`src/design/nibble_clut_blitter_assert.svh`:
```
// Assertion macros shared by the blitter RTL.
// Depends on nothing; files that check their own logic include it.
`ifndef NIBBLE_CLUT_BLITTER_ASSERT_SVH
`define NIBBLE_CLUT_BLITTER_ASSERT_SVH

// Property must hold at every clock edge outside reset.
`define NCB_ASSERT(name, clk, rstn, prop) \
  name: assert property (@(posedge clk) disable iff (!rstn) prop) \
    else $error("blitter assertion failed");

// Condition must never be seen at a clock edge outside reset.
`define NCB_ASSERT_NEVER(name, clk, rstn, cond) \
  name: assert property (@(posedge clk) disable iff (!rstn) !(cond)) \
    else $error("blitter forbidden condition seen");

`endif

```
`src/design/ncb_pkg.sv`:
```
// Shared types, constants and helper functions of the nibble lookup blitter.
// No dependencies; used by every module of the block.
`timescale 1ns / 1ps

package ncb_pkg;

  localparam int unsigned RomBytes  = 262144;
  localparam int unsigned AddrW     = 18;
  localparam logic [18:0] RomLast   = 19'(RomBytes - 1);
  localparam int unsigned ResDepth  = 4;
  localparam int unsigned ResPtrW   = $clog2(ResDepth);
  localparam int unsigned ResCntW   = $clog2(ResDepth + 1);

  typedef enum logic [1:0] {
    KindFetch = 2'd0,
    KindPixel = 2'd1,
    KindDone  = 2'd2
  } kind_e;

  typedef enum logic {
    OpStart   = 1'b0,
    OpDeliver = 1'b1
  } op_e;

  typedef enum logic [2:0] {
    CfgSource = 3'd0,
    CfgDestX  = 3'd1,
    CfgDestY  = 3'd2,
    CfgSizeX  = 3'd3,
    CfgSizeY  = 3'd4,
    CfgMode   = 3'd5,
    CfgLutLow = 3'd6,
    CfgLutHi  = 3'd7
  } cfg_idx_e;

  typedef struct packed {
    logic [15:0] source_address;
    logic [7:0]  dest_x;
    logic [7:0]  dest_y;
    logic [7:0]  size_x;
    logic [7:0]  size_y;
    logic [5:0]  mode_bits;
    logic [63:0] lut_low;
    logic [63:0] lut_high;
  } cfg_t;

  // One queued command between the front and the back.
  typedef struct packed {
    op_e        op;
    logic [7:0] rom_byte;
    logic [7:0] start_x;
    logic [7:0] start_y;
    logic [7:0] cols;
    logic [7:0] rows;
  } item_t;

  typedef struct packed {
    kind_e            kind;
    logic [AddrW-1:0] rom_address;
    logic [7:0]       pixel_x;
    logic [7:0]       pixel_y;
    logic [4:0]       pixel_color;
    logic [16:0]      pixel_count;
    logic             last;
  } res_t;

  // Up to two results per cycle; a is older than b.
  typedef struct packed {
    logic va;
    res_t a;
    logic vb;
    res_t b;
  } push_t;

  // A size of 0x80 or more folds when walking forward.
  function automatic logic [7:0] fold_size(input logic [7:0] size, input logic fwd);
    logic [7:0] r;
    r = (fwd && size[7]) ? (8'hff - size) : size;
    return r;
  endfunction

  function automatic logic [AddrW-1:0] rom_addr(input logic [1:0] bank,
                                                input logic [15:0] src,
                                                input logic [15:0] off);
    logic [18:0] sum;
    sum = {1'b0, bank, 16'h0000} + {3'b000, src} + {3'b000, off};
    return (sum > RomLast) ? '0 : sum[AddrW-1:0];
  endfunction

endpackage

```
`src/design/ncb_front.sv`:
```
// Front end: accepts command beats, classifies them and precomputes the walk
// origin of a start. Holds the two-entry queue towards the back. Uses ncb_pkg.
`timescale 1ns / 1ps

module ncb_front (
  input  logic           clk_i,
  input  logic           rst_ni,
  input  ncb_pkg::cfg_t  cfg_i,
  input  logic           push,
  output logic           full,
  input  logic           command_i,
  input  logic [7:0]     rom_byte_i,
  output logic           item_valid_o,
  output ncb_pkg::item_t item_o,
  input  logic           item_pop_i
);
  import ncb_pkg::*;

  item_t       slot_q [2];
  logic        wptr_q, wptr_d, rptr_q, rptr_d;
  logic [1:0]  cnt_q, cnt_d;
  logic        wr_en;
  item_t       new_item;

  assign full         = (cnt_q == 2'd2);
  assign wr_en        = push && !full;
  assign item_valid_o = (cnt_q != 2'd0);
  assign item_o       = slot_q[rptr_q];

  always_comb begin
    new_item.op       = command_i ? OpDeliver : OpStart;
    new_item.rom_byte = rom_byte_i;
    new_item.start_x  = cfg_i.dest_x + cfg_i.size_x;
    new_item.start_y  = cfg_i.dest_y + cfg_i.size_y;
    new_item.cols     = fold_size(cfg_i.size_x, cfg_i.mode_bits[0]);
    new_item.rows     = fold_size(cfg_i.size_y, cfg_i.mode_bits[1]);
  end

  always_comb begin
    wptr_d = wptr_q + 1'(wr_en);
    rptr_d = rptr_q + 1'(item_pop_i);
    cnt_d  = cnt_q + 2'(wr_en) - 2'(item_pop_i);
  end

  always_ff @(posedge clk_i or negedge rst_ni) begin
    if (!rst_ni) begin
      wptr_q <= 1'b0;
      rptr_q <= 1'b0;
      cnt_q  <= 2'd0;
    end else begin
      wptr_q <= wptr_d;
      rptr_q <= rptr_d;
      cnt_q  <= cnt_d;
    end
  end

  always_ff @(posedge clk_i) begin
    if (wr_en) begin
      slot_q[wptr_q] <= new_item;
    end
  end

endmodule

```
`src/design/ncb_res_fifo.sv`:
```
// Result queue: takes up to two results per cycle, hands out one per pop.
// Uses ncb_pkg for the result types and depth.
`timescale 1ns / 1ps

module ncb_res_fifo (
  input  logic                    clk_i,
  input  logic                    rst_ni,
  input  ncb_pkg::push_t          push_i,
  output logic                    room2_o,
  output logic                    empty,
  input  logic                    pop,
  output ncb_pkg::res_t           head_o
);
  import ncb_pkg::*;

  res_t               mem_q [ResDepth];
  logic [ResPtrW-1:0] wptr_q, wptr_d, rptr_q, rptr_d;
  logic [ResCntW-1:0] cnt_q, cnt_d;
  logic [1:0]         n_push;
  logic               rd_en;
  res_t               first;

  assign empty   = (cnt_q == '0);
  assign rd_en   = pop && !empty;
  assign head_o  = mem_q[rptr_q];
  assign room2_o = (cnt_q <= ResCntW'(ResDepth - 2));
  assign n_push  = 2'(push_i.va) + 2'(push_i.vb);
  assign first   = push_i.va ? push_i.a : push_i.b;

  always_comb begin
    wptr_d = wptr_q + ResPtrW'(n_push);
    rptr_d = rptr_q + ResPtrW'(rd_en);
    cnt_d  = cnt_q + ResCntW'(n_push) - ResCntW'(rd_en);
  end

  always_ff @(posedge clk_i or negedge rst_ni) begin
    if (!rst_ni) begin
      wptr_q <= '0;
      rptr_q <= '0;
      cnt_q  <= '0;
    end else begin
      wptr_q <= wptr_d;
      rptr_q <= rptr_d;
      cnt_q  <= cnt_d;
    end
  end

  always_ff @(posedge clk_i) begin
    if (n_push != 2'd0) begin
      mem_q[wptr_q] <= first;
    end
    if (push_i.va && push_i.vb) begin
      mem_q[wptr_q + ResPtrW'(1)] <= push_i.b;
    end
  end

endmodule

```
`src/design/ncb_back.sv`:
```
// Back end: walks the blit one nibble per cycle while the result queue has
// room for two, and produces the fetch, pixel and done results. Uses ncb_pkg and the assertion macro header.
`timescale 1ns / 1ps
`include "nibble_clut_blitter_assert.svh"

module ncb_back (
  input  logic           clk_i,
  input  logic           rst_ni,
  input  ncb_pkg::cfg_t  cfg_i,
  input  logic           item_valid_i,
  input  ncb_pkg::item_t item_i,
  output logic           item_pop_o,
  input  logic           room2_i,
  output ncb_pkg::push_t push_o
);
  import ncb_pkg::*;

  logic        busy_q, busy_d;
  logic        phase_q, phase_d;      // high nibble of the held byte pending
  logic [3:0]  hi_q, hi_d;
  logic [7:0]  col_q, col_d, row_q, row_d, x_q, x_d, y_q, y_d;
  logic [15:0] off_q, off_d;
  logic [16:0] walked_q, walked_d;

  logic        take, step_hi, xf, yf, flip, pal;
  logic [3:0]  nib;
  logic [7:0]  ent;
  logic        visible, at_end;
  logic [7:0]  col_n, row_n, x_n, y_n;
  logic [16:0] walked_n;
  res_t        pix_r, done_r, fetch_r, start_r;

  assign xf   = cfg_i.mode_bits[0];
  assign yf   = cfg_i.mode_bits[1];
  assign flip = cfg_i.mode_bits[2];
  assign pal  = cfg_i.mode_bits[3];

  assign step_hi    = phase_q && room2_i;
  assign take       = !phase_q && item_valid_i && room2_i;
  assign item_pop_o = take;

  // Nibble lookup: entries with an upper nibble pass the index through.
  always_comb begin
    nib = phase_q ? hi_q : item_i.rom_byte[3:0];
    ent = nib[3] ? cfg_i.lut_high[{nib[2:0], 3'b000} +: 8]
                 : cfg_i.lut_low[{nib[2:0], 3'b000} +: 8];
    if (ent[7:4] != 4'h0) begin
      visible = (nib != 4'h0);
    end else begin
      visible = (ent != 8'h00);
    end
    pix_r             = '0;
    pix_r.kind        = KindPixel;
    pix_r.pixel_x     = x_q ^ {8{flip}};
    pix_r.pixel_y     = y_q ^ {8{flip}};
    pix_r.pixel_color = {pal, (ent[7:4] != 4'h0) ? nib : ent[3:0]};
  end

  // Walk advance after the current pixel.
  always_comb begin
    walked_n = walked_q + 17'd1;
    at_end   = (col_q == 8'h00) && (row_q == 8'h00);
    col_n    = col_q;
    row_n    = row_q;
    x_n      = x_q;
    y_n      = y_q;
    if (col_q == 8'h00) begin
      if (row_q != 8'h00) begin
        row_n = row_q - 8'd1;
        col_n = fold_size(cfg_i.size_x, xf);
        x_n   = cfg_i.dest_x + cfg_i.size_x;
        y_n   = yf ? (y_q + 8'd1) : (y_q - 8'd1);
      end
    end else begin
      col_n = col_q - 8'd1;
      x_n   = xf ? (x_q + 8'd1) : (x_q - 8'd1);
    end
    done_r             = '0;
    done_r.kind        = KindDone;
    done_r.pixel_count = walked_n;
    done_r.last        = 1'b1;
    fetch_r             = '0;
    fetch_r.kind        = KindFetch;
    fetch_r.rom_address = rom_addr(cfg_i.mode_bits[5:4], cfg_i.source_address,
                                   off_q + 16'd1);
    fetch_r.last        = 1'b1;
    start_r             = '0;
    start_r.kind        = KindFetch;
    start_r.rom_address = rom_addr(cfg_i.mode_bits[5:4], cfg_i.source_address, 16'h0000);
    start_r.last        = 1'b1;
  end

  always_comb begin
    push_o   = '0;
    busy_d   = busy_q;
    phase_d  = phase_q;
    hi_d     = hi_q;
    col_d    = col_q;
    row_d    = row_q;
    x_d      = x_q;
    y_d      = y_q;
    off_d    = off_q;
    walked_d = walked_q;
    if (step_hi) begin
      push_o.va = visible;
      push_o.a  = pix_r;
      push_o.vb = 1'b1;
      push_o.b  = at_end ? done_r : fetch_r;
      busy_d    = !at_end;
      phase_d   = 1'b0;
      off_d     = off_q + 16'd1;
      walked_d  = walked_n;
      col_d     = col_n;
      row_d     = row_n;
      x_d       = x_n;
      y_d       = y_n;
    end else if (take) begin
      if (item_i.op == OpStart) begin
        push_o.vb = 1'b1;
        push_o.b  = start_r;
        busy_d    = 1'b1;
        off_d     = 16'h0000;
        walked_d  = 17'd0;
        col_d     = item_i.cols;
        row_d     = item_i.rows;
        x_d       = item_i.start_x;
        y_d       = item_i.start_y;
      end else if (busy_q) begin
        push_o.va = visible;
        push_o.a  = pix_r;
        push_o.vb = at_end;
        push_o.b  = done_r;
        busy_d    = !at_end;
        phase_d   = !at_end;
        hi_d      = item_i.rom_byte[7:4];
        walked_d  = walked_n;
        col_d     = col_n;
        row_d     = row_n;
        x_d       = x_n;
        y_d       = y_n;
      end
    end
  end

  always_ff @(posedge clk_i or negedge rst_ni) begin
    if (!rst_ni) begin
      busy_q   <= 1'b0;
      phase_q  <= 1'b0;
      hi_q     <= 4'h0;
      col_q    <= 8'h00;
      row_q    <= 8'h00;
      x_q      <= 8'h00;
      y_q      <= 8'h00;
      off_q    <= 16'h0000;
      walked_q <= 17'd0;
    end else begin
      busy_q   <= busy_d;
      phase_q  <= phase_d;
      hi_q     <= hi_d;
      col_q    <= col_d;
      row_q    <= row_d;
      x_q      <= x_d;
      y_q      <= y_d;
      off_q    <= off_d;
      walked_q <= walked_d;
    end
  end

  // A pending high nibble only exists inside a running walk.
  `NCB_ASSERT(a_phase_busy, clk_i, rst_ni, phase_q |-> busy_q)
  // Results are only produced when the result queue has room for two.
  `NCB_ASSERT_NEVER(a_push_room, clk_i, rst_ni, (push_o.va || push_o.vb) && !room2_i)
  // The high nibble is finished in the cycle it is given room.
  `NCB_ASSERT(a_hi_done, clk_i, rst_ni, step_hi |=> !phase_q)

endmodule

```
`src/design/nibble_clut_blitter.sv`:
```
// Top level of the 4-bit-per-pixel lookup blitter: configuration registers,
// front end, back end and result queue. Uses ncb_pkg and all ncb_ modules.
// Usage:
//   Configuration is written over cfg_valid_i/cfg_ready_o (always ready) with
//   a register index and data, while no command beat is still in flight.
//   Command beats enter on push/full: command 0 starts a blit, command 1
//   delivers the ROM byte that the last fetch request asked for.
//   Results leave on empty/pop: fetch requests, pixel writes and a done
//   report per blit; last marks the final result that a command caused.
// Flow:
//   A beat in the command queue is taken by the back end when no high nibble
//   is pending and the result queue has room for two; the back end then writes
//   its first result into the result queue, whose head drives the result ports.
//   The back end handles one nibble per cycle while the result queue has room
//   for two, so a delivered byte is handled as a low and then a high nibble
//   step and a start in one step; at most three results per byte are drained
//   at one per pop, which then sets the rate.
// Reset clears all control and configuration registers and empties both queues; the block comes up idle.
// When the receiver stops popping, the result queue fills, the back end
// holds its place and the two-entry command queue then raises full.
`timescale 1ns / 1ps

module nibble_clut_blitter (
  input  logic                       clk_i,
  input  logic                       rst_ni,
  input  logic                       cfg_valid_i,
  output logic                       cfg_ready_o,
  input  logic [2:0]                 cfg_index_i,
  input  logic [63:0]                cfg_data_i,
  input  logic                       push,
  output logic                       full,
  input  logic                       command_i,
  input  logic [7:0]                 rom_byte_i,
  output logic                       empty,
  input  logic                       pop,
  output logic [1:0]                 kind_o,
  output logic [ncb_pkg::AddrW-1:0]  rom_address_o,
  output logic [7:0]                 pixel_x_o,
  output logic [7:0]                 pixel_y_o,
  output logic [4:0]                 pixel_color_o,
  output logic [16:0]                pixel_count_o,
  output logic                       last_o
);
  import ncb_pkg::*;

  cfg_t  cfg_q, cfg_d;
  logic  item_valid, item_pop, room2;
  item_t item;
  push_t res_push;
  res_t  head;

  // Configuration is always accepted; registers are read live by both ends.
  assign cfg_ready_o = 1'b1;

  always_comb begin
    cfg_d = cfg_q;
    if (cfg_valid_i) begin
      case (cfg_idx_e'(cfg_index_i))
        CfgSource: cfg_d.source_address = cfg_data_i[15:0];
        CfgDestX:  cfg_d.dest_x         = cfg_data_i[7:0];
        CfgDestY:  cfg_d.dest_y         = cfg_data_i[7:0];
        CfgSizeX:  cfg_d.size_x         = cfg_data_i[7:0];
        CfgSizeY:  cfg_d.size_y         = cfg_data_i[7:0];
        CfgMode:   cfg_d.mode_bits      = cfg_data_i[5:0];
        CfgLutLow: cfg_d.lut_low        = cfg_data_i;
        CfgLutHi:  cfg_d.lut_high       = cfg_data_i;
        default:   cfg_d                = cfg_q;
      endcase
    end
  end

  always_ff @(posedge clk_i or negedge rst_ni) begin
    if (!rst_ni) begin
      cfg_q <= '0;
    end else begin
      cfg_q <= cfg_d;
    end
  end

  ncb_front u_front (
    .clk_i        (clk_i),
    .rst_ni       (rst_ni),
    .cfg_i        (cfg_q),
    .push         (push),
    .full         (full),
    .command_i    (command_i),
    .rom_byte_i   (rom_byte_i),
    .item_valid_o (item_valid),
    .item_o       (item),
    .item_pop_i   (item_pop)
  );

  ncb_back u_back (
    .clk_i        (clk_i),
    .rst_ni       (rst_ni),
    .cfg_i        (cfg_q),
    .item_valid_i (item_valid),
    .item_i       (item),
    .item_pop_o   (item_pop),
    .room2_i      (room2),
    .push_o       (res_push)
  );

  ncb_res_fifo u_res_fifo (
    .clk_i   (clk_i),
    .rst_ni  (rst_ni),
    .push_i  (res_push),
    .room2_o (room2),
    .empty   (empty),
    .pop     (pop),
    .head_o  (head)
  );

  // The oldest result stays on the ports while empty is low.
  assign kind_o        = head.kind;
  assign rom_address_o = head.rom_address;
  assign pixel_x_o     = head.pixel_x;
  assign pixel_y_o     = head.pixel_y;
  assign pixel_color_o = head.pixel_color;
  assign pixel_count_o = head.pixel_count;
  assign last_o        = head.last;

endmodule
```
`config.mk`:
```
export PLATFORM = sky130hd
export DESIGN_NAME = nibble_clut_blitter
export DESIGN_NICKNAME = d
export VERILOG_FILES = /design/src/design/ncb_pkg.sv /design/src/design/ncb_front.sv /design/src/design/ncb_res_fifo.sv /design/src/design/ncb_back.sv /design/src/design/nibble_clut_blitter.sv
export VERILOG_INCLUDE_DIRS = /design/src /design/src/design
export SDC_FILE = /design/constraint.sdc
export NUM_CORES = 1
export LEC_CHECK = 0
export ABC_CLOCK_PERIOD_IN_PS = 5120
export CAP_MARGIN = 10
export CORE_MARGIN = 2
export CORE_UTILIZATION = 60
export DETAILED_ROUTE_END_ITERATION = 10
export DONT_BUFFER_PORTS = 1
export PLACE_DENSITY = 0.8
export SLEW_MARGIN = 10
export SYNTH_ARGS = -nofsm -noshare
export SYNTH_HDL_FRONTEND = slang
export SYNTH_SLANG_ARGS = --single-unit
```
`constraint.sdc`:
```
create_clock -name clk_i -period 5.12 [get_ports clk_i]
set_input_delay 0.768 -clock clk_i [delete_from_list [all_inputs] [get_ports clk_i]]
set_output_delay 0.768 -clock clk_i [all_outputs]
set_load 0.005 [all_outputs]
```
==> results summary, run 1 <==
The number of failing setup endpoints in the final timing report is 0. The total global routing track utilization came out at 27.3%. The minimum clock period is 4830 ps. Hold timing on the final database bottoms out at a slack of -128 ps. The die is 216 um tall. The count of port buffers added during placement came out at 0. The part of the Yosys area used for sequential elements came out at 56.6%. The share of post-route cells with drive strength above 1 is 19.1%.

The area enclosed by the die boundary came out at 46700 um^2. STA classifies the critical path startpoint as a flop. The via count of the first global-routing pass came out at 17700. The floorplan step set the die width to 216 um. The first global-routing pass estimated 100000 um of wire. The total congestion overflow came out at 0. The cell area after synthesis is 27000 um^2. The share of the synthesized netlist area taken by xor and xnor gates is 3.54%. Setup repair after global routing left no endpoint under its margin.

The signal arrival time at the worst endpoint is 5190 ps. The area inside the core boundary is 44300 um^2. The adder and majority gate portion of the synthesized area came out at 3.09%.

The number of cells produced by synthesis is 2085. The final reports fail on negative hold slack. The part of the total power dissipated in sequential elements came out at 40.5%. The clock reaches the later pin of the worst-skew pair after 620 ps. After synthesis, the share of flip-flops with an asynchronous set or reset is 45.4%. The area growth from synthesis to layout is 8.91%.

The simple logic cell fraction of the synthesized area is 7.93%. The number of remaining DRC errors came out at 0. The slowest stage of the critical path is the sky130_fd_sc_hd__nand2_1 cell.

The synthesis warning total is 0. The library cells used most frequently in the layout, excluding fill and tap cells, are sky130_fd_sc_hd__dfrtp_1 (260), sky130_fd_sc_hd__edfxtp_1 (230), sky130_fd_sc_hd__mux2_2 (191). At the worst endpoint, the required time is 5480 ps. The count of unique library cells instantiated by Yosys came out at 75.

The weighted congestion at the end of routability-driven global placement is 0.881. Across the VDD grid, the largest voltage drop is 0.405 mV. The net count reported at finish came out at 2213.

Entering global routing, the biggest net connects 265 pins. The count of final hold-check violations is 191. The post-detailed-route count of antenna-violating nets came out at 0. The number of cells on the worst reg-to-reg path is 15. The number of cells in the design after placement came out at 2602. Synthesis inferred 582 register bits. The sink count of the clock tree is 582. The cell chosen for the clock root is sky130_fd_sc_hd__clkbuf_16.

The count of pins over their slew limit is 0. The first-pass iteration count of the detailed router came out at 5. In this run the critical register-to-register path is launched from u_front.rptr_q. Adding up every negative setup slack in the final design gives 0 ps.

The starting density of the core is 60.9%. For this design the static power due to leakage is 11.8 nW. After clock tree synthesis, the clock-pin slew on the worst setup and hold paths is 60 ps. Of all nets on the critical path, the largest fanout is 22. The number of enable-type register cells in the synthesized netlist came out at 230. The count of non-filler cells in the finished layout came out at 2704.

The worst setup path is of the flop to flop kind. The number of clock buffers added by TritonCTS is 57. The endpoint of the most critical register-to-register path is u_res_fifo.mem_q[1][2].

The initial detailed-routing violation count came out at 1716. The net count of the mapped netlist came out at 2229. The critical path goes through mux2i_2, o21ai_4, a21oi_1, a22o_1, o22ai_1, o2111a_1, a31o_4, inv_1, ha_1, inv_1, nor3_1, a21oi_1, buf_4, nand2_1, and3_1. The max-slew headroom at the worst pin is 21.5%. The actual transition at the worst max-transition pin is 1170 ps.

The post-synthesis area per instance came out at 12.9 um^2. Among all flip-flop cells after synthesis, the most frequent one is sky130_fd_sc_hd__dfrtp_1. The share of total power in the clock network came out at 23.0%. Cell internal power was estimated by the tool at 11.5 mW. The aggregate routed wire length is 62800 um. The reported max-cap violation count is 0. In this run the power density over the cells is 620 nW/um^2.

The detail-routed via count per cell is 6.41. The flow ran to the end, but the final reports show violations. The complex-gate fraction of the synthesized area came out at 10.9%.

The total via count after detailed routing came out at 17300. The worst setup path is captured at a flop. The post-DP HPWL came out at 42200 um. The maximum single-stage delay on the critical path is 560 ps.

TritonCTS built the clock tree. The number of inserted diodes came out at 0. The library cell used most frequently in the layout, excluding fill and tap cells, is sky130_fd_sc_hd__dfrtp_1. The depth of the CTS H-tree came out at 2.

The reg-to-reg setup timing slack came out at 290 ps. After synthesis, the largest family of logic cells by area is multiplexers. The clock arrives with 23.1 ps of skew. The number of core rows is 77. The combinational cell fraction of total power came out at 36.5%. The number of antenna violations at the first check in global routing came out at 1. The achievable frequency is 207 MHz. In this run the power spent charging and discharging nets is 6.70 mW.

The min-delay analysis places its worst path in the category input port to async pin. The ratio of final minimum period to clock period is 94.4%. The number of buffers on the longest clock path is 3. The mux cell area share after synthesis is 15.3%. The total I/O pin count came out at 143. The switching power as a share of total power is 36.8%. The number of setup buffers added after CTS came out at 0. The detail-routed net length per standard cell is 23.2 um.
[critical path, delay by kind of cell (launching register included)]
family | cells | cell delay, ps
AO/OA/AOI/OAI | 7 | 2040
adder cells (fa/ha/maj) | 1 | 270
multiplexers | 1 | 230
flip-flops | 1 | 500
buffers and inverters | 3 | 450
AND/OR/NAND/NOR | 3 | 1060
[worst max-delay path by stage]
stage	start	to	slack, ps	cells past startpoint
3_5_place_dp	u_back.phase_q	u_res_fifo.mem_q[3][2]	120	15
4_1_cts	u_back.phase_q	u_res_fifo.mem_q[3][55]	90	15
6_report	u_front.rptr_q	u_res_fifo.mem_q[1][2]	290	15
2_1_floorplan	u_front.rptr_q	u_res_fifo.mem_q[2][0]	600	17
3_3_place_gp	u_back.phase_q	u_res_fifo.mem_q[3][2]	380	15
5_1_grt	u_front.rptr_q	u_res_fifo.mem_q[1][2]	40	15
[layer usage]
layer	share of wire [%]	routed length [um]	GRT usage [%]	vias up
met5	0	0	0	-
met4	1.7	1050	5.59	0
met3	7.4	4650	5.88	81
met2	50	31200	46.1	607
met1	41	25900	36.9	8911
li1	-	-	-	7744
[power by group through the flow]
| stage | Combinational (mW) | Sequential [mW] | Clock, mW |
|---|---|---|---|
| after floorplan | 5.15 | 6.94 | 0 |
| final | 6.65 | 7.37 | 4.20 |
| after CTS | 6.61 | 7.37 | 4.25 |
| after detailed placement | 6.54 | 7.45 | 0 |
| after global placement | 6.30 | 7.35 | 0 |
| after global routing | 7.20 | 7.53 | 4.43 |
[cells by family after synthesis]
family / after synthesis
DFF: 582
and+or+nand+nor: 432
AOI/OAI and AO/OA: 426
muxes: 310
buffers and inverters: 162
xor gates and xnor gates: 109
adders and majority gates: 63
other: 1
[cell usage after synthesis (10+ instances only)]
cell	instances	share of area, %
sky130_fd_sc_hd__mux2_2	191	8.0
sky130_fd_sc_hd__nand4_1	10	0.23
sky130_fd_sc_hd__edfxtp_1	230	26
sky130_fd_sc_hd__clkbuf_1	86	1.2
sky130_fd_sc_hd__ha_1	57	2.6
sky130_fd_sc_hd__dfxtp_1	88	6.5
sky130_fd_sc_hd__nor4_1	17	0.39
sky130_fd_sc_hd__and2_1	73	1.7
sky130_fd_sc_hd__a21oi_1	112	2.1
sky130_fd_sc_hd__o22ai_1	17	0.39
sky130_fd_sc_hd__a32o_1	13	0.48
sky130_fd_sc_hd__nor2b_1	15	0.35
sky130_fd_sc_hd__nand2_1	112	1.6
sky130_fd_sc_hd__mux2i_1	55	2.0
sky130_fd_sc_hd__dfrtp_1	264	24
sky130_fd_sc_hd__xnor2_1	57	1.8
sky130_fd_sc_hd__xor2_1	52	1.7
sky130_fd_sc_hd__o21ai_0	73	1.4
sky130_fd_sc_hd__a22o_1	94	3.1
sky130_fd_sc_hd__nor2_1	97	1.3
sky130_fd_sc_hd__and3_1	19	0.44
sky130_fd_sc_hd__buf_2	11	0.20
sky130_fd_sc_hd__a21o_1	27	0.75
sky130_fd_sc_hd__inv_1	44	0.61
sky130_fd_sc_hd__a22oi_1	19	0.53
sky130_fd_sc_hd__nor3_1	38	0.70
sky130_fd_sc_hd__nand3_1	27	0.50
sky130_fd_sc_hd__mux4_2	63	5.3
[final cells by class]
class	instances	area (um^2)
clock buffer	77	1560
clock inverter	25	289
fill	3162	14900
inverter	45	169
multi-input combinational	1341	11000
sequential	582	15300
tap	592	741
timing repair buffer	42	315
[state kept, by name, summed over array words and instances (netlist names), 3 cells and up]
signal / count
u_back.hi_q: 4
u_back.row_q: 8
u_res_fifo.mem_q: 236
u_res_fifo.cnt_q: 3
cfg_q: 182
u_back.x_q: 8
u_back.y_q: 8
u_back.col_q: 8
u_front.slot_q: 82
u_back.walked_q: 17
u_back.off_q: 16
[stage by stage]
step | setup WS (ps) | util (%) | power [mW] | hold WS (ps) | cell area, um^2
after global placement | 379 | 62.1 | 13.7 | 432 | 27500
after global routing | 39.2 | 66.3 | 19.2 | -158 | 29400
after CTS | 90.6 | 66.3 | 18.2 | -170 | 29400
after detailed placement | 119 | 62.1 | 14.0 | 446 | 27500
after floorplan | 600 | - | 12.1 | 420 | 27000
final | 285 | 66.3 | 18.2 | -128 | 29400
[what timing repair did]
action / in CTS / in global routing
endpoints found under the setup margin: 0 / 63
hold endpoints to repair: 264 / 264
gates resized for setup: 0 / 2
Note: power is estimated with default switching activity, not from simulation.
==> inputs of run 2 (changes only) <==
- REMOVE_ABC_BUFFERS: default -> 1
==> run 2 against run 1 <==
Net effect: the run still ends with negative hold slack left; utilization increased by 0.23 points; count of clock-buffer cells in the layout up 9; via count up 0.18%; design area is 0.35% higher; sequential share of layout area down 0.18 points; combinational power grew 0.8%; largest cell class unchanged.
==> results summary, run 2 (synthesis results as in run 1) <==
In the final layout, the registers with the most flip-flops are u_res_fifo.mem_q (236), cfg_q (182), u_front.slot_q (82). More flip-flops sit in one register than any other, and that register is u_res_fifo.mem_q. The worst hold margin came out at -148 ps.

After clock tree synthesis, the setup repair step added 0 buffers. The power per standard cell area is 620 nW/um^2. The count of non-filler cells in the finished layout is 2712. Headroom to the max-slew limit came out at 24.7%. The worst hold path belongs to the class input port to async pin. The sink count of the clock tree came out at 582. The count of port buffers added during placement is 0. The worst clock skew on the final layout came out at 13.0 ps. The post-route cell area came out at 29500 um^2. The register with the most flip-flops in the layout has 236 of them. In this run the vertical extent of the chip is 216 um. Leaving out fill and tap cells, the most frequent cell in the layout is sky130_fd_sc_hd__dfrtp_1. The x dimension of the die came out at 216 um. The number of core rows came out at 77. The critical path is of the flop to flop type. The checks that failed: negative hold slack. After detailed routing, the number of remaining DRC violations is 0. The largest net degree at the start of global routing came out at 265. Timing would allow up to 208 MHz. The library cells used most frequently in the layout, excluding fill and tap cells, are sky130_fd_sc_hd__dfrtp_1 (260), sky130_fd_sc_hd__edfxtp_1 (230), sky130_fd_sc_hd__mux2_2 (191). VDD sags by at most 0.369 mV. The latest clock arrival within the worst-skew pair came out at 620 ps. The area enclosed by the die boundary is 46700 um^2. The number of buffers added by the clock tree synthesis step is 57. Setup repair after global routing left no endpoint under its margin. The minimum clock period is 4800 ps. The number of antenna violations at the first check in global routing is 0. The total I/O pin count is 143. The reported max-cap violation count came out at 0.

The run finished, with violations left. The detail-routed net length per standard cell came out at 23.1 um. The net count reported at finish is 2215. The depth of the CTS H-tree is 2. The weighted congestion at the end of routability-driven global placement came out at 0.871.

The number of fillers in the final layout is 3127. The number of antenna diodes in the final layout is 0. For the worst setup path, the data required time is 5490 ps. Summed over all cells, the static leakage comes to 11.8 nW. The first-pass iteration count of the detailed router came out at 6. The area inside the core boundary came out at 44300 um^2. After the first detailed-routing iteration, the DRC count stood at 1670.

The number of cells in the design after placement is 2604. Clock tree synthesis selected as its root buffer the cell sky130_fd_sc_hd__clkbuf_16. The first-pass GRT wire length came out at 99200 um. The worst setup slack after placement is 124 ps. Of all nets on the critical path, the largest fanout is 22. The worst setup path is launched from a flop.

The count of pins over their slew limit is 0. The starting density of the core came out at 60.9%. The total global routing track utilization came out at 27.0%.

The total congestion overflow came out at 0. At the end of the flow the core is filled with cells to 66.6%. The post-detailed-route count of antenna-violating nets came out at 0. No sink is reached through more buffers than the 3 on the longest clock path. The via count of the first global-routing pass is 17700. The count of final hold-check violations came out at 264. Relative to the synthesized area, the layout overhead comes to 9.29%. The smallest setup slack after layout came out at 323 ps.

The routed layout has 17400 vias. The aggregate routed wire length is 62600 um. The signal arrival time at the worst endpoint is 5170 ps.

The total cell area at the placement stage came out at 27600 um^2. The share of post-route cells with drive strength above 1 came out at 19.8%. The ratio of final minimum period to clock period came out at 93.7%. TritonCTS built the clock tree. The detail-routed via count per cell is 6.41. Setup violations remaining at the end of the flow were counted as 0. The worst setup path is captured at a flop. The post-DP HPWL came out at 41400 um. The CTS clock-pin slew for the worst setup and hold paths came out at 60 ps. The actual transition at the worst max-transition pin came out at 1130 ps.
-- run 2: cell types whose count changed in the layout (fill, tap and decap cells not counted), moves of 2 or more --
cell | previous run | this run
sky130_fd_sc_hd__clkbuf_8 | 4 | 14
sky130_fd_sc_hd__clkinv_2 | 6 | 12
sky130_fd_sc_hd__clkinv_1 | 7 | 2
sky130_fd_sc_hd__bufinv_16 | 6 | 2
sky130_fd_sc_hd__clkbuf_1 | 14 | 11
sky130_fd_sc_hd__clkbuf_16 | 58 | 61
sky130_fd_sc_hd__inv_4 | 0 | 3
sky130_fd_sc_hd__buf_4 | 42 | 44
sky130_fd_sc_hd__inv_6 | 3 | 1
-- run 2: what timing repair did --
action                     in CTS  in global routing
gates resized for setup         0                  3
hold endpoints to repair      264                264
setup endpoints to repair       0                 63
-- run 2: path summary, 6_finish.rpt --
kind | startpoint | end | slack (ps) | cells past startpoint
min reg2reg | u_res_fifo.mem_q[1][18] | u_res_fifo.mem_q[1][18] | 480 | 1
max reg2reg | u_front.rptr_q | u_res_fifo.mem_q[1][2] | 320 | 16
max in group asynchronous | rst_ni | u_res_fifo.rptr_q[0] | 4700 | 0
min in group clk_i | rom_byte_i[1] | u_front.slot_q[0][33] | 250 | 0
max | u_front.rptr_q | u_res_fifo.mem_q[1][2] | 320 | 16
min | rst_ni | cfg_q[53] | -150 | 0
-- run 2: final cells by class --
type / count / area, um^2 / area share, %
clock buffers: 86 / 1760 / 5.97
inverters: 45 / 169 / 0.573
repair buffers: 44 / 330 / 1.12
flip-flops and latches: 582 / 15300 / 51.8
well taps: 592 / 741 / 2.51
clock inverters: 22 / 174 / 0.590
multi-input cells: 1341 / 11000 / 37.4
-- run 2: power by group --
group          total, mW  switching, mW  internal, mW
combinational       6.70           4.00          2.69
sequential          7.35          0.946          6.40
clock               4.25           1.78          2.48
total               18.3           6.73          11.6
-- run 2: stage by stage --
step           hold slack (ps)  TNS [ps]  total power [mW]
3_3_place_gp               429         0              13.7
5_1_grt                   -176         0              19.2
6_report                  -148         0              18.3
3_5_place_dp               453         0              14.0
4_1_cts                   -172         0              18.3
2_1_floorplan              421   -204820              11.9
-- run 2: worst max-delay path, stage by stage, from the launching register on --
cell                       delay [ps]
sky130_fd_sc_hd__dfrtp_2          510
sky130_fd_sc_hd__mux2i_1          210
sky130_fd_sc_hd__o21ai_4          400
sky130_fd_sc_hd__buf_4            290
sky130_fd_sc_hd__a21oi_1           90
sky130_fd_sc_hd__a22o_1           250
sky130_fd_sc_hd__o22ai_1          240
sky130_fd_sc_hd__o2111a_1         490
sky130_fd_sc_hd__a31o_4           260
sky130_fd_sc_hd__inv_1             50
sky130_fd_sc_hd__ha_1             260
sky130_fd_sc_hd__inv_1            140
sky130_fd_sc_hd__nor3_1            80
sky130_fd_sc_hd__a21oi_1          140
sky130_fd_sc_hd__buf_4            250
sky130_fd_sc_hd__nand2_1          480
sky130_fd_sc_hd__and3_1           390
-- run 2: metal layers --
metal | vias up | track usage [%] | wire [um]
met5 | - | 0 | 0
met3 | 92 | 5.84 | 5360
met2 | 728 | 44.6 | 30600
met4 | 0 | 6.71 | 1230
li1 | 7761 | - | -
met1 | 8794 | 36.7 | 25500
==> inputs of run 3 (changes only) <==
- PLACE_DENSITY: 0.8 -> default
- PLACE_DENSITY_LB_ADDON: default -> 0.2
==> run 3 against run 2 <==
Net effect: the flow still finishes with violations (negative hold slack); clock power up 6.1%; worst setup slack worse by 11 ps; combinational power increased by 1%; count of clock-buffer cells in the layout shrank 6; via count is 1.2% lower; utilization increased by 0.31 points; critical endpoint is now u_res_fifo.mem_q[0][52]; largest cell class unchanged; largest power group unchanged; highest routed layer unchanged.
==> results summary, run 3 (synthesis results as in run 1) <==
The flow ran to the end, but the final reports show violations. The final reports fail on negative hold slack. The most critical setup path has its startpoint at u_back.phase_q. Cells with a size suffix above 1 make up 19.9% of the layout. The count of cells in the finished layout, fillers not included, comes to 2719.

The total I/O pin count came out at 143. The largest fanout of any net on the critical path is 37. The latest clock arrival within the worst-skew pair came out at 630 ps. Ranked by flip-flop count, first place goes to u_res_fifo.mem_q. The worst hold path belongs to the class input port to async pin. The count of pins over their slew limit is 0. Timing would allow up to 208 MHz.

The flip-flop count of the largest register, all copies and words added came out at 236. The worst setup path is launched from a flop. Max-cap violations in this run came to 0.

The root buffer cell chosen for the clock tree is sky130_fd_sc_hd__clkbuf_16. The max-slew headroom at the worst pin is 23.6%. The actual transition at the worst max-transition pin came out at 1140 ps. Fill cells in the final layout number 3256. The power per standard cell area came out at 627 nW/um^2. The number of inserted diodes came out at 0. The count of final hold-check violations is 259. The depth of the CTS H-tree came out at 2. TritonCTS built the clock tree. In the final layout, the registers with the most flip-flops are u_res_fifo.mem_q (236), cfg_q (182), u_front.slot_q (82). Setup repair after global routing left no endpoint under its margin.

The area enclosed by the die boundary is 46700 um^2. The net count reported at finish is 2222. The post-DP HPWL is 42100 um.

The layout-stage area growth over the synthesis result is 9.80%. The overall power after layout is 18.6 mW. The number of buffers on the longest clock path came out at 3.

The buffering stage count on the worst path with inverters included is 6. The initial detailed-routing violation count is 1582. The number of remaining DRC errors came out at 0. The worst setup path is captured at a flop. The worst hold margin came out at -135 ps.

The data required time at the worst endpoint came out at 5370 ps. The detail-routed net length per standard cell is 23.3 um. The starting density of the core came out at 60.9%. The worst register-to-register path begins at u_back.phase_q.

The worst clock skew on the final layout is 21.1 ps. The sink count of the clock tree is 582. Adding up every negative setup slack in the final design gives 0 ps. Row generation in the floorplan step produced 77 rows.

The cell with the largest stage delay on the worst path is sky130_fd_sc_hd__dfrtp_1. The routed layout has 17200 vias. After detailed routing, the number of vias per cell comes to 6.31. The critical path is of the flop to flop type. The post-cts sizing count is 0. The total global routing track utilization came out at 27.5%. IR analysis of the VDD net gives a maximum drop of 0.361 mV. Entering global routing, the biggest net connects 265 pins. The number of setup buffers added after CTS is 0. In the layout the commonest cells are sky130_fd_sc_hd__dfrtp_1 (261), sky130_fd_sc_hd__edfxtp_1 (230), sky130_fd_sc_hd__mux2_2 (191).

Routability-driven placement finished with a final weighted congestion of 0.861. The first detailed-routing pass took 5 iterations. The aggregate routed wire length came out at 63200 um. Broken down by cell family, the worst path's largest delay share belongs to buffers and inverters. The ratio of final minimum period to clock period came out at 93.9%.

Once placement completed, the tool counted placed cells totaling 2609. After global routing the overflow that remains totals 0. The analysis attributes to cell leakage a power of 11.9 nW. The smallest clock period supported by the final layout is computed as 4810 ps. The critical path goes through buf_4, o21ai_2, buf_4, mux2_2, o22ai_1, o22ai_1, o2111a_1, a31o_4, ha_1, nor3_1, buf_4, a31oi_2, buf_4, inv_1, buf_4. The number of failing setup endpoints in the final timing report came out at 0. After clock tree synthesis, the clock-pin slew on the worst setup and hold paths is 60 ps. The signal arrival time at the worst endpoint came out at 5050 ps.

The x dimension of the die came out at 216 um. In this run the vertical extent of the chip is 216 um. The area inside the core boundary is 44300 um^2. The via count of the first global-routing pass is 17700. The number of antenna violations at the first check in global routing came out at 0.

The count of port buffers added during placement came out at 0. The post-detailed-route count of antenna-violating nets came out at 0. The first-pass GRT wire length is 100000 um. The maximum single-stage delay on the critical path came out at 490 ps. Clock tree synthesis inserted a total of 59 buffers. The cell that appears most often on the critical path is sky130_fd_sc_hd__buf_4.

The library cell used most frequently in the layout, excluding fill and tap cells, is sky130_fd_sc_hd__dfrtp_1.
-- run 3: cell types whose count changed in the layout (fill, tap and decap cells not counted), sizes merged --
cell      before  now
bufinv         2    8
clkbuf        86   80
buf           44   49
clkinv        14   17
clkinvlp       3    2
-- run 3: where the power goes --
part / internal, mW / switching [mW] / leakage [nW]
combinational: 2.72 / 4.05 / 4.80
sequential: 6.41 / 0.909 / 6.11
clock: 2.69 / 1.82 / 1.01
total: 11.8 / 6.78 / 11.9
-- run 3: area by class of cell --
type,count,area (um^2),share of cell area (%)
Clock buffer,80,1670,5.63
Clock inverter,30,377,1.27
Inverter,45,169,0.570
Multi-Input combinational cell,1341,11000,37.2
Sequential cell,582,15300,51.6
Tap cell,592,741,2.50
Timing Repair Buffer,49,368,1.24
-- run 3: per-stage QoR --
| step | util, % | hold slack [ps] | instance area (um^2) | worst slack [ps] |
|---|---|---|---|---|
| 5_1_grt | 66.9 | -170 | 29600 | 86.6 |
| 3_3_place_gp | 62.3 | 430 | 27600 | 603 |
| 3_5_place_dp | 62.3 | 451 | 27600 | 475 |
| 2_1_floorplan | - | 421 | 26500 | -1180 |
| 4_1_cts | 66.9 | -172 | 29600 | 381 |
| 6_report | 66.9 | -135 | 29600 | 313 |
-- run 3: worst paths after layout --
path | end | slack, ps | cells past startpoint
min in group clk_i | u_front.slot_q[1][40] | 230 | 0
min | cfg_q[151] | -140 | 0
max in group asynchronous | cfg_q[96] | 4670 | 0
max | u_res_fifo.mem_q[0][52] | 310 | 15
max reg2reg | u_res_fifo.mem_q[0][52] | 310 | 15
min reg2reg | u_res_fifo.mem_q[0][57] | 470 | 1
-- run 3: per-layer routing --
metal	global-route usage [%]	routed length, um
met2	44.8	30400
met3	6.06	4330
met1	37.6	27100
met4	7.53	1440
met5	0	0
